$ cat src/hw/rtl/bht_ram.sv
// ----------------------------------------------------------------------------
// bht_ram
// generic single-port-write, single-port-read ram with registered read
// ----------------------------------------------------------------------------
module bht_ram #(
  parameter int WIDTH = 8,
  parameter int DEPTH = 16
) (
  input  logic                                          clk,
  input  logic                                          we,
  input  logic [((DEPTH > 1) ? $clog2(DEPTH) : 1)-1:0]  waddr,
  input  logic [WIDTH-1:0]                              wdata,
  input  logic                                          re,
  input  logic [((DEPTH > 1) ? $clog2(DEPTH) : 1)-1:0]  raddr,
  output logic [WIDTH-1:0]                              rdata
);

  logic [WIDTH-1:0] mem [DEPTH];
  logic [WIDTH-1:0] rdata_r;

  always_ff @(posedge clk) begin
    if (we) begin
      mem[waddr] <= wdata;
    end
    if (re) begin
      rdata_r <= mem[raddr];
    end
  end

  assign rdata = rdata_r;

endmodule

$ cat config.mk
export PLATFORM = sky130hd
export DESIGN_NAME = bht_ram
export DESIGN_NICKNAME = d
export VERILOG_FILES = /design/src/hw/rtl/bht_ram.sv
export SDC_FILE = /design/constraint.sdc
export NUM_CORES = 1
export LEC_CHECK = 0
export ABC_AREA = 1
export BUFFER_PORTS_ARGS = -buffer_cell sky130_fd_sc_hd__buf_2
export CORE_UTILIZATION = 45
export CTS_CLUSTER_DIAMETER = 80
export CTS_CLUSTER_SIZE = 10
export DETAILED_ROUTE_END_ITERATION = 8
export GPL_TIMING_DRIVEN = 0
export PLACE_DENSITY_LB_ADDON = 0.1
export SKIP_CTS_REPAIR_TIMING = 1
export SLEW_MARGIN = 20
export SYNTH_ARGS = -nofsm -noshare
export SYNTH_HDL_FRONTEND = slang
export SYNTH_SLANG_ARGS = --single-unit
export TNS_END_PERCENT = 5
$ cat constraint.sdc
create_clock -name clk -period 3.39 [get_ports clk]
set_input_delay 0.678 -clock clk [delete_from_list [all_inputs] [get_ports clk]]
set_output_delay 0.678 -clock clk [all_outputs]
set_load 0.02 [all_outputs]
==> flow_summary_export.csv <==
group,metric,value,unit
status,outcome,"completed",
floorplan,die_h,116,µm
finish,final_cell_mix,"173 x nand2_1, 136 x edfxtp_1, 100 x inv_1",
pwr,p_seq_frac,0.469,
worst_setup_path,critPathRequiredTime,3.43,ns
yosys,avgSynthCellArea,10.6,µm²
detailed_routing,ant_nets,0,
worst_setup_path,reg2reg_from,"mem[7][7]",
pwr,switching_share,0.215,
worst_setup_path,r2r-end,"rdata[7]",
run,drv_cap,0,
pwr,comb_power_share,0.062,
detailed_routing,drtIter0Drc,217,
global_route,grt_util_all_layers,0.233,
detailed_routing,wl_per_cell,18.2,µm
finish,drive_gt1_frac,0.130,
yosys,syn_area,5850,µm²
sta,finalMaxSlewViolations,0,
global_route,antenna_found_initial,0,
yosys,seq_area_frac_synth,0.698,
sta,post-route-period-util,0.525,
floorplan,die_width,116,µm
floorplan,start_util,0.463,
detailed_routing,wl,14200,µm
pwr,power_density,598,nW/µm²
finish,fillers,1154,
placement,place_congestion,0.857,
sta,min_period,1.78,ns
sta,tns,0,ns
finish,regArea,4080,µm²
yosys,ys_warn_count,0,
global_route,grt_pass1_vias,3622,
hold_path,hold_end,"rdata[0]",
clock_network,cts_tree,"built",
sta,final-hold-violation-count,0,
clock_network,cts_buffers,17,
sta,fmax,562,MHz
finish,final_common_cell,"nand2_1",
finish,num_antenna_cells,0,
worst_setup_path,path_delay_family,"simple AND/OR/NAND/NOR gates",
yosys,synth_compound_area_frac,0,
worst_setup_path,worstPathMaxFanout,8,
pwr,irDropWorstVdd,342,µV
detailed_routing,drc_errors,0,
finish,area_growth,16.1,%
yosys,ys_seq_elements,136,
placement,hpwlAfterDp,9160,µm
sta,max_slew_margin,0.317,
yosys,synth_top_family_by_area,"simple AND/OR/NAND/NOR gates",
detailed_routing,viasPerCell,4.94,
pwr,p_leak,2.92,nW
global_route,grt_pass1_wl,21200,µm
clock_network,root_buffer,"clkbuf_16",
sta,grt_setup_unrepaired,"false",
worst_setup_path,crit_type,"in -> reg",
clock_network,clk_latency,0.42,ns
worst_setup_path,worstPathCellList,"buf_2 > nand3b_1 > nor2_1",
yosys,yosys.area_share.simple,0.208,
hold_path,min-delay-start,"re",
worst_setup_path,cp_data_arrival_time,1.81,ns
floorplan,placementRows,41,
clock_network,clk_pin_slew,0.06,ns
global_route,grt_max_degree,17,
yosys,synth_fa_ha_area_frac,0,
hold_path,hp-class,"in -> reg",
worst_setup_path,cpPeakStageDelay,0.79,ns
yosys,synth_cell_types,11,
worst_setup_path,ff2ff_setup_slack,2.22,ns
pwr,clkPwrFrac,0.469,
worst_setup_path,cp-end-kind,"flip-flop",
detailed_routing,dr.pass1.iters,5,
floorplan,pin_count,27,
worst_setup_path,cp_num_buf_inv,1,
yosys,synth_mux_area_frac,0,
sta,setup_violations,0,
worst_setup_path,worstRegToRegCells,6,
detailed_routing,via_count,3845,
floorplan,core,12600,µm²
sta,worst_pin_slew,1.02,ns
worst_setup_path,cp.depth,3,
clock_network,cts_buffer_depth,2,
yosys,synthCells,551,
pwr,power,4.06,mW
pwr,p_int,3.19,mW
clock_network,clock_sinks,136,
pwr,switching_power,871,µW
sta,worst_clock_skew,0.00543,ns
yosys,synth-xor-area-share,0,
finish,nets,612,
placement,io_buffers,23,
global_route,grt.overflow.total,0,
hold_path,hold_depth,1,
finish,multiInputGateArea,1210,µm²
worst_setup_path,critPathLaunchType,"primary input",
floorplan,die_area,13500,µm²
worst_setup_path,critical-path-slowest-cell,"nor2_1",
yosys,synth_nets,570,
clock_network,cts_max_level,4,
## area by class of cell
class	count	share of cell area
buffer	24	0.0245
clock buffer	18	0.0632
clock inverter	14	0.0267
inverter	102	0.0564
multi-input combinational	289	0.179
sequential	136	0.602
tap	172	0.0317
timing repair buffer	23	0.0170
## worst register-to-register path, stage by stage, from the launching register on
cell and delay [ns]:
edfxtp_1 0.37, nand2_1 0.08, nand2_1 0.06, nand2_1 0.08
nand3_1 0.09, nand3_1 0.14, nand2_1 0.10
## routing by layer
layer | part of all wire | GRT usage
met3 | 0.069 | 0.0523
met4 | 0.020 | 0.112
met5 | 0 | 0
met1 | 0.47 | 0.335
met2 | 0.44 | 0.334
## sequential cells by signal (all words and copies together) (netlist names)
register	count
mem	128
rdata	8
## worst max-delay path by stage
stage	startpoint	to	slack [ns]
after floorplan	waddr[2]	mem[10][0]	1.76
after CTS	waddr[3]	mem[6][1]	1.56
after global placement	waddr[3]	mem[7][6]	1.22
after detailed placement	waddr[3]	mem[6][3]	1.11
final	waddr[3]	mem[6][2]	1.61
after global routing	waddr[3]	mem[6][2]	1.58
## power groups by stage
stage	logic [mW]	clock network (mW)	registers, mW
2_1_floorplan	0.133	0	1.95
3_3_place_gp	0.249	0	1.94
3_5_place_dp	0.252	0	1.94
4_1_cts	0.254	1.92	1.90
5_1_grt	0.278	1.99	1.91
6_report	0.252	1.90	1.90
## cells by family (layout without fill, tap and decap cells)
logic type    count (synthesis)  count (layout)
buf+inv                     126             181
simple gates                289             289
flops                       136             136
## synthesized netlist by cell type
| cell type | count | share of area |
|---|---|---|
| nand2_1 | 173 | 0.11 |
| edfxtp_1 | 136 | 0.70 |
| inv_1 | 100 | 0.064 |
| nand3_1 | 97 | 0.083 |
| nor2_1 | 17 | 0.011 |
| buf_2 | 13 | 0.011 |
| buf_6 | 6 | 0.012 |
| buf_4 | 4 | 0.0051 |
| inv_2 | 2 | 0.0013 |
| nand3b_1 | 2 | 0.0026 |
| buf_1 | 1 | 0.00064 |
## per-stage QoR
step           std cells  setup WS, ns  hold WS [ns]  utilization  area (µm²)
2_1_floorplan        551          1.76         0.683            -        5850
3_3_place_gp         746          1.22         0.736        0.489        6180
3_5_place_dp         746          1.11         0.761        0.489        6180
4_1_cts              778          1.56         0.594        0.538        6790
5_1_grt              778          1.58         0.603        0.538        6790
6_report             778          1.61         0.612        0.538        6790
No activity file was read; power rests on OpenSTA's default activity.
