<file path="src/hw/rtl/bht_pkg.sv">
// ----------------------------------------------------------------------------
// bht_pkg
// shared types, sizes and codes of the bucketed hash table
// ----------------------------------------------------------------------------
package bht_pkg;

  // table geometry
  localparam int BUCKETS  = 100;
  localparam int SLOTS    = 5;

  // field widths
  localparam int KEY_W    = 31;
  localparam int OP_W     = 2;
  localparam int PROBES_W = 3;

  // derived sizes
  localparam int BKT_W    = (BUCKETS > 1) ? $clog2(BUCKETS) : 1;
  localparam int IDX_W    = $clog2(SLOTS + 1);
  localparam int ROW_W    = SLOTS * KEY_W;

  // key mod BUCKETS by reciprocal multiply: q = (key * DIV_MUL) >> DIV_SH
  localparam int MUL_W    = KEY_W + 1;
  localparam int PROD_W   = KEY_W + MUL_W;
  localparam int DIV_SH   = KEY_W + ((BUCKETS > 1) ? $clog2(BUCKETS) : 0);
  localparam logic [MUL_W-1:0] DIV_MUL =
    MUL_W'(((64'd1 << DIV_SH) + 64'(BUCKETS) - 64'd1) / 64'(BUCKETS));

  // operation codes
  localparam logic [OP_W-1:0] OP_INSERT = 2'd0;
  localparam logic [OP_W-1:0] OP_SEARCH = 2'd1;
  localparam logic [OP_W-1:0] OP_REMOVE = 2'd2;

  typedef logic [KEY_W-1:0]              key_t;
  typedef logic [SLOTS-1:0][KEY_W-1:0]   row_t;

  typedef struct packed {
    logic [OP_W-1:0] opcode;
    key_t            key;
  } in_t;

  typedef struct packed {
    logic [PROBES_W-1:0] probes;
    logic                success;
  } out_t;

  // row update status back to the sequencer
  typedef struct packed {
    logic wr_en;
    out_t res;
  } row_res_t;

  typedef enum logic [1:0] {
    ST_IDLE,
    ST_DIV,
    ST_READ,
    ST_EXEC
  } st_t;

endpackage

</file>
<file path="src/hw/rtl/bht_bucket.sv">
// ----------------------------------------------------------------------------
// bht_bucket
// two-step bucket index: registered reciprocal multiply, then remainder
// ----------------------------------------------------------------------------
module bht_bucket
  import bht_pkg::*;
(
  input  logic             clk,
  input  key_t             key,
  output logic [BKT_W-1:0] bucket
);

  logic [PROD_W-1:0] prod;
  key_t              quo_nxt;
  key_t              quo_r;
  key_t              bkt_k;
  key_t              qb;
  key_t              rem;
  key_t              rem_fix;

  assign bkt_k   = KEY_W'(BUCKETS);
  assign prod    = PROD_W'(key) * PROD_W'(DIV_MUL);
  assign quo_nxt = KEY_W'(prod >> DIV_SH);

  always_ff @(posedge clk) begin
    quo_r <= quo_nxt;
  end

  // remainder, with one guard step
  assign qb      = quo_r * bkt_k;
  assign rem     = key - qb;
  assign rem_fix = (rem >= bkt_k) ? (rem - bkt_k) : rem;
  assign bucket  = rem_fix[BKT_W-1:0];

endmodule

</file>
<file path="config.mk">
export PLATFORM = sky130hd
export DESIGN_NAME = bht_bucket
export DESIGN_NICKNAME = d
export VERILOG_FILES = /design/src/hw/rtl/bht_pkg.sv /design/src/hw/rtl/bht_bucket.sv
export SDC_FILE = /design/constraint.sdc
export NUM_CORES = 1
export LEC_CHECK = 0
export BUFFER_PORTS_ARGS = -buffer_cell sky130_fd_sc_hd__buf_2
export CAP_MARGIN = 10
export CELL_PAD_IN_SITES_DETAIL_PLACEMENT = 1
export CELL_PAD_IN_SITES_GLOBAL_PLACEMENT = 2
export CORE_MARGIN = 5
export CORE_UTILIZATION = 44
export CTS_BUF_LIST = sky130_fd_sc_hd__clkbuf_16
export DETAILED_ROUTE_END_ITERATION = 8
export GPL_ROUTABILITY_DRIVEN = 1
export PLACE_DENSITY = 0.81
export SLEW_MARGIN = 20
export SYNTH_ARGS = -nofsm -noshare
export SYNTH_HDL_FRONTEND = slang
export SYNTH_SLANG_ARGS = --single-unit
</file>
<file path="constraint.sdc">
create_clock -name clk -period 8.7 [get_ports clk]
set_input_delay 1.74 -clock clk [delete_from_list [all_inputs] [get_ports clk]]
set_output_delay 1.74 -clock clk [all_outputs]
set_load 0.02 [all_outputs]
</file>
==> impl_metrics.env, run 1 <==
export IMPL_status="completed"
export IMPL_synth_nets=3062
export IMPL_drc=0
export IMPL_start_kind="flip-flop"
export IMPL_clockBufferDepth=2
export IMPL_fillers=5367
export IMPL_area_growth_pct=12.75
export IMPL_syn_inst=2140
export IMPL_nets=3267
export IMPL_synth_area_leaders="fa_1, ha_1, inv_1"
export IMPL_cap_violations=0
export IMPL_die_w_um=227.6
export IMPL_cts_buffers_inserted=3
export IMPL_cp_max_fo=7
export IMPL_hold_viol=0
export IMPL_final_seq_area_um2=518.0
export IMPL_multiInputGateArea_um2=18150
export IMPL_ys_flop_type="dfxtp_1"
export IMPL_root_buffer="clkbuf_16"
export IMPL_crit_required_ps=6960
export IMPL_path_buf_inv=3
export IMPL_clk_pin_slew_ps=70
export IMPL_drt_total_wl_mm=64.32
export IMPL_drtIter0Drc=733
export IMPL_synth_area_leader_cell="fa_1"
export IMPL_fmax_mhz=116.8
export IMPL_antenna_cells=0
export IMPL_placed_cells=2940
export IMPL_h_tree_depth=1
export IMPL_slew_viol_final=0
export IMPL_ys_ff_latch=25
export IMPL_track_usage_pct=25.57
export IMPL_synthArstFlopShare_pct=0
export IMPL_min_period_ps=8565
export IMPL_die_h_um=227.6
export IMPL_worstMarginPinSlew_ps=740.9
export IMPL_vias=15504
export IMPL_cts_tree="built"
export IMPL_antenna_found_initial=1
export IMPL_regMostFlops="quo_r"
export IMPL_reg_top3="quo_r (25)"
export IMPL_largest_register_ffs=25
export IMPL_die_area_um2=51820
export IMPL_vias_per_cell=5.254
export IMPL_synth_area_um2=20840
export IMPL_first_pass_iters=5
export IMPL_core_area_um2=46650
export IMPL_finalCritPeriodShare_pct=98.45
export IMPL_min_path_type="input pin to flip-flop"
export IMPL_grt_ovfl_total=0
export IMPL_crit_family="compound AO/OA/AOI/OAI gates"
export IMPL_finalSetupViolCount=0
export IMPL_grt_pass1_wl_mm=100.8
export IMPL_gp_congestion=0.9331
export IMPL_yosys_warnings=0
export IMPL_wl_per_cell_um=21.79
export IMPL_rsz0062_at_grt="yes"
export IMPL_grt_pass1_vias=17602
export IMPL_synth_most_common_cell="inv_1"
export IMPL_clock_sinks=25
export IMPL_relSlewSlack_pct=49.98
export IMPL_synth_avg_cell_area_um2=9.738
export IMPL_slowest_delay_ps=570
export IMPL_hold_buffers=0
export IMPL_yosys_top_cells_count="inv_1, ha_1, fa_1, a21oi_1, nor2_1"
export IMPL_finalNonFillerCells=2951
export IMPL_port_buffers=38
export IMPL_drive_gt1_share_pct=12.80
export IMPL_crit_type="flip-flop to output pin"
export IMPL_hpwl_mm=59.95
export IMPL_cp_slowest_cell="fa_2"
export IMPL_critPathArrivalTime_ps=6820
export IMPL_ios=39
export IMPL_fp_row_count=79
export IMPL_synthDistinctLibCells=89
export IMPL_synth_top_cell_area_share_pct=38.04
export IMPL_synth_seq_area_share_pct=2.402
export IMPL_grt_max_degree=17
export IMPL_synth_edf_count=0
export IMPL_ant_nets=0
export IMPL_start_util_pct=44.67
export IMPL_end_kind="output pin"
==> what timing repair did <==
| item | CTS | global route |
|---|---|---|
| pin swaps | 3 | 30 |
| setup buffers | 2 | 5 |
| resized for setup | 18 | 48 |
| setup endpoints to repair | 5 | 13 |
==> routing by layer <==
metal | track usage [%] | share of wire, %
met4 | 4.630 | 2.3
met3 | 3.249 | 4.4
met5 | 0 | 0.014
met1 | 35.86 | 46
met2 | 43.24 | 48
==> metrics by stage <==
| step | hold WS (ps) | setup slack [ps] | setup TNS (ps) | util [%] | cell area (um^2) |
|---|---|---|---|---|---|
| floorplan | 2121 | 410.5 | 0 | - | 20840 |
| global placement | 2513 | 47.45 | 0 | 49.44 | 23070 |
| detailed placement | 2522 | -74.91 | -186.1 | 49.44 | 23070 |
| CTS | 2238 | 5.874 | 0 | 49.79 | 23230 |
| global route | 2260 | -69.35 | -171.3 | 50.36 | 23500 |
| finish | 2215 | 135.2 | 0 | 50.36 | 23500 |
==> worst paths after layout <==
check / to / startpoint / cells past startpoint
worst max-delay path: bucket[5] / quo_r[3] / 25
worst min-delay path: quo_r[24] / key[30] / 4
==> logic make-up after synthesis <==
group                    share of synthesized area, %
AO/OA/AOI/OAI                                   8.904
AND/OR/NAND/NOR                                 6.562
multiplexers                                   0.2942
buffers and inverters                           11.79
XOR/XNOR                                        2.354
adder cells (fa/ha/maj)                         67.70
flip-flops                                      2.402
==> cell usage in the layout, fill, tap and decap left out, types with 4 or more instances in the layout <==
cell      count
or2_2         5
a31oi_1       4
o21bai_1     10
nand4_1      12
ha_4          9
o21a_1       12
nor4_1        4
mux2i_1       4
a21oi_1      65
and2_1        6
o21ai_1       5
xnor2_1      32
fa_1        395
a21o_1       34
nand3_1      36
buf_12        9
buf_4       168
ha_1        483
a211oi_1     12
nand2b_1      8
a21oi_2      10
o211ai_1     11
nor2_1       54
dfxtp_1      17
buf_2        34
nor2b_1      11
a211o_1       6
o31ai_1       6
and3_1       11
or3_1         8
a221oi_1      4
xor2_1       21
dfxtp_2       5
nor3_1       24
o22ai_1       5
nand2_1      47
inv_1       629
o21ai_0      30
==> layout make-up <==
class                   instances  share of cell area, %
multi-input cells            1472                  77.24
inverters                     631                  10.08
repair buffers                212                  6.890
well taps                     607                  3.232
flip-flops and latches         25                  2.204
clock buffers                   3                 0.3195
clock inverters                 1                0.03727
Power of run 1 is not shown: default switching activity piles up to over one toggle a cycle in this logic, so the estimate is an artifact.
==> run 2: changes to the inputs <==
--- a/config.mk
+++ b/config.mk
@@ -14,6 +14,7 @@
 export CTS_BUF_LIST = sky130_fd_sc_hd__clkbuf_16
 export DETAILED_ROUTE_END_ITERATION = 8
 export GPL_ROUTABILITY_DRIVEN = 1
+export MAX_ROUTING_LAYER = met4
 export PLACE_DENSITY = 0.81
 export SLEW_MARGIN = 20
 export SYNTH_ARGS = -nofsm -noshare
==> impl_metrics.env, run 2 (synthesis gave the netlist of run 1 again) <==
export IMPL_status="completed"
export IMPL_slowest_delay_ps=520
export IMPL_port_buffers=38
export IMPL_ios=39
export IMPL_final_cell_mix="inv_1, ha_1, fa_1"
export IMPL_ant_nets=0
export IMPL_end_kind="output pin"
export IMPL_grt_ovfl_total=0
export IMPL_clock_sinks=25
export IMPL_vias=15733
export IMPL_die_h_um=227.6
export IMPL_gp_congestion=0.9658
export IMPL_clockBufferDepth=2
export IMPL_cts_tree="built"
export IMPL_clk_pin_slew_ps=70
export IMPL_hold_viol=0
export IMPL_die_area_um2=51820
export IMPL_nets=3274
export IMPL_cp_max_fo=7
export IMPL_reg_top3="quo_r (25)"
export IMPL_grt_pass1_wl_mm=101.9
export IMPL_slew_viol_final=0
export IMPL_start_kind="flip-flop"
export IMPL_min_period_ps=8509
export IMPL_drt_total_wl_mm=65.45
export IMPL_first_pass_iters=5
export IMPL_regMostFlops="quo_r"
export IMPL_drc=0
export IMPL_relSlewSlack_pct=43.45
export IMPL_vias_per_cell=5.317
export IMPL_cp_slowest_cell="fa_1"
export IMPL_antenna_found_initial=1
export IMPL_root_buffer="clkbuf_16"
export IMPL_crit_family="compound AO/OA/AOI/OAI gates"
export IMPL_drive_gt1_share_pct=13.06
export IMPL_hpwl_mm=60.25
export IMPL_largest_register_ffs=25
export IMPL_area_growth_pct=13.15
export IMPL_track_usage_pct=26.65
export IMPL_fp_row_count=79
export IMPL_finalCritPeriodShare_pct=97.81
export IMPL_cap_violations=0
export IMPL_grt_pass1_vias=17767
export IMPL_crit_path_cell_trace="ha_4, ha_4, fa_1, ha_4, nor2b_4, o31a_1, o211ai_1, a21oi_2, o31a_1, buf_4, xnor2_1, ha_1, o21a_1, o21a_1, o21ai_1, nor4b_1, buf_4, o31ai_1, xnor2_1, a2111oi_4, nand4b_4, nor4_4, mux2i_1, buf_4"
export IMPL_min_path_type="input pin to flip-flop"
export IMPL_crit_required_ps=6960
export IMPL_crit_type="flip-flop to output pin"
export IMPL_h_tree_depth=1
export IMPL_grt_max_degree=17
export IMPL_drtIter0Drc=849
export IMPL_core_area_um2=46650
export IMPL_final_common_cell="inv_1"
export IMPL_cts_buffers_inserted=3
export IMPL_fmax_mhz=117.5
export IMPL_wl_per_cell_um=22.12
export IMPL_finalSetupViolCount=0
export IMPL_critPathArrivalTime_ps=6770
export IMPL_path_buf_inv=3
export IMPL_start_util_pct=44.67
export IMPL_fin_util_pct=50.54
export IMPL_worstMarginPinSlew_ps=848.3
export IMPL_die_w_um=227.6
[run 2: per-stage QoR]
stage                     std cells  TNS (ps)  setup WS (ps)  hold slack, ps  cell area, um^2
final                          2959         0          190.9            2417            23580
after global routing           2959    -337.2         -114.2            2438            23580
after CTS                      2946         0          10.39            2426            23240
after detailed placement       2940    -377.5         -101.2            2678            23070
after global placement         2940         0          44.81            2662            23070
after floorplan                2140         0          410.5            2121            20840
[run 2: cell type report]
type | instances | area [um^2]
Sequential cell | 25 | 521.8
Clock buffer | 3 | 75.07
Antenna cell | 1 | 2.502
Clock inverter | 1 | 8.758
Timing Repair Buffer | 219 | 1679
Inverter | 631 | 2369
Fill cell | 5342 | 23070
Tap cell | 607 | 759.5
Multi-Input combinational cell | 1472 | 18160
[run 2: per-layer routing]
metal / GRT usage (%) / vias to the layer above / share of wire (%)
li1: - / 7272 / -
met1: 35.89 / 8036 / 45
met2: 42.85 / 345 / 47
met5: - / - / 0
met3: 3.635 / 80 / 4.7
met4: 6.867 / 0 / 3.3
[run 2: final timing paths]
kind,start,to,slack [ps],cells past startpoint
min,key[30],quo_r[24],2420,5
max,quo_r[2],bucket[3],190,24
[run 2: worst min-delay path, stage by stage]
cell	delay (ps)
buf_2	170
buf_4	230
fa_1	220
xnor2_1	110
xnor2_1	150
[run 2: what timing repair did]
item,CTS,global route
resized for setup,19,49
buffers inserted,2,12
hold buffers,0,0
endpoints found under the setup margin,5,12
pin swaps,6,36
Power of run 2 is left out for the same reason.
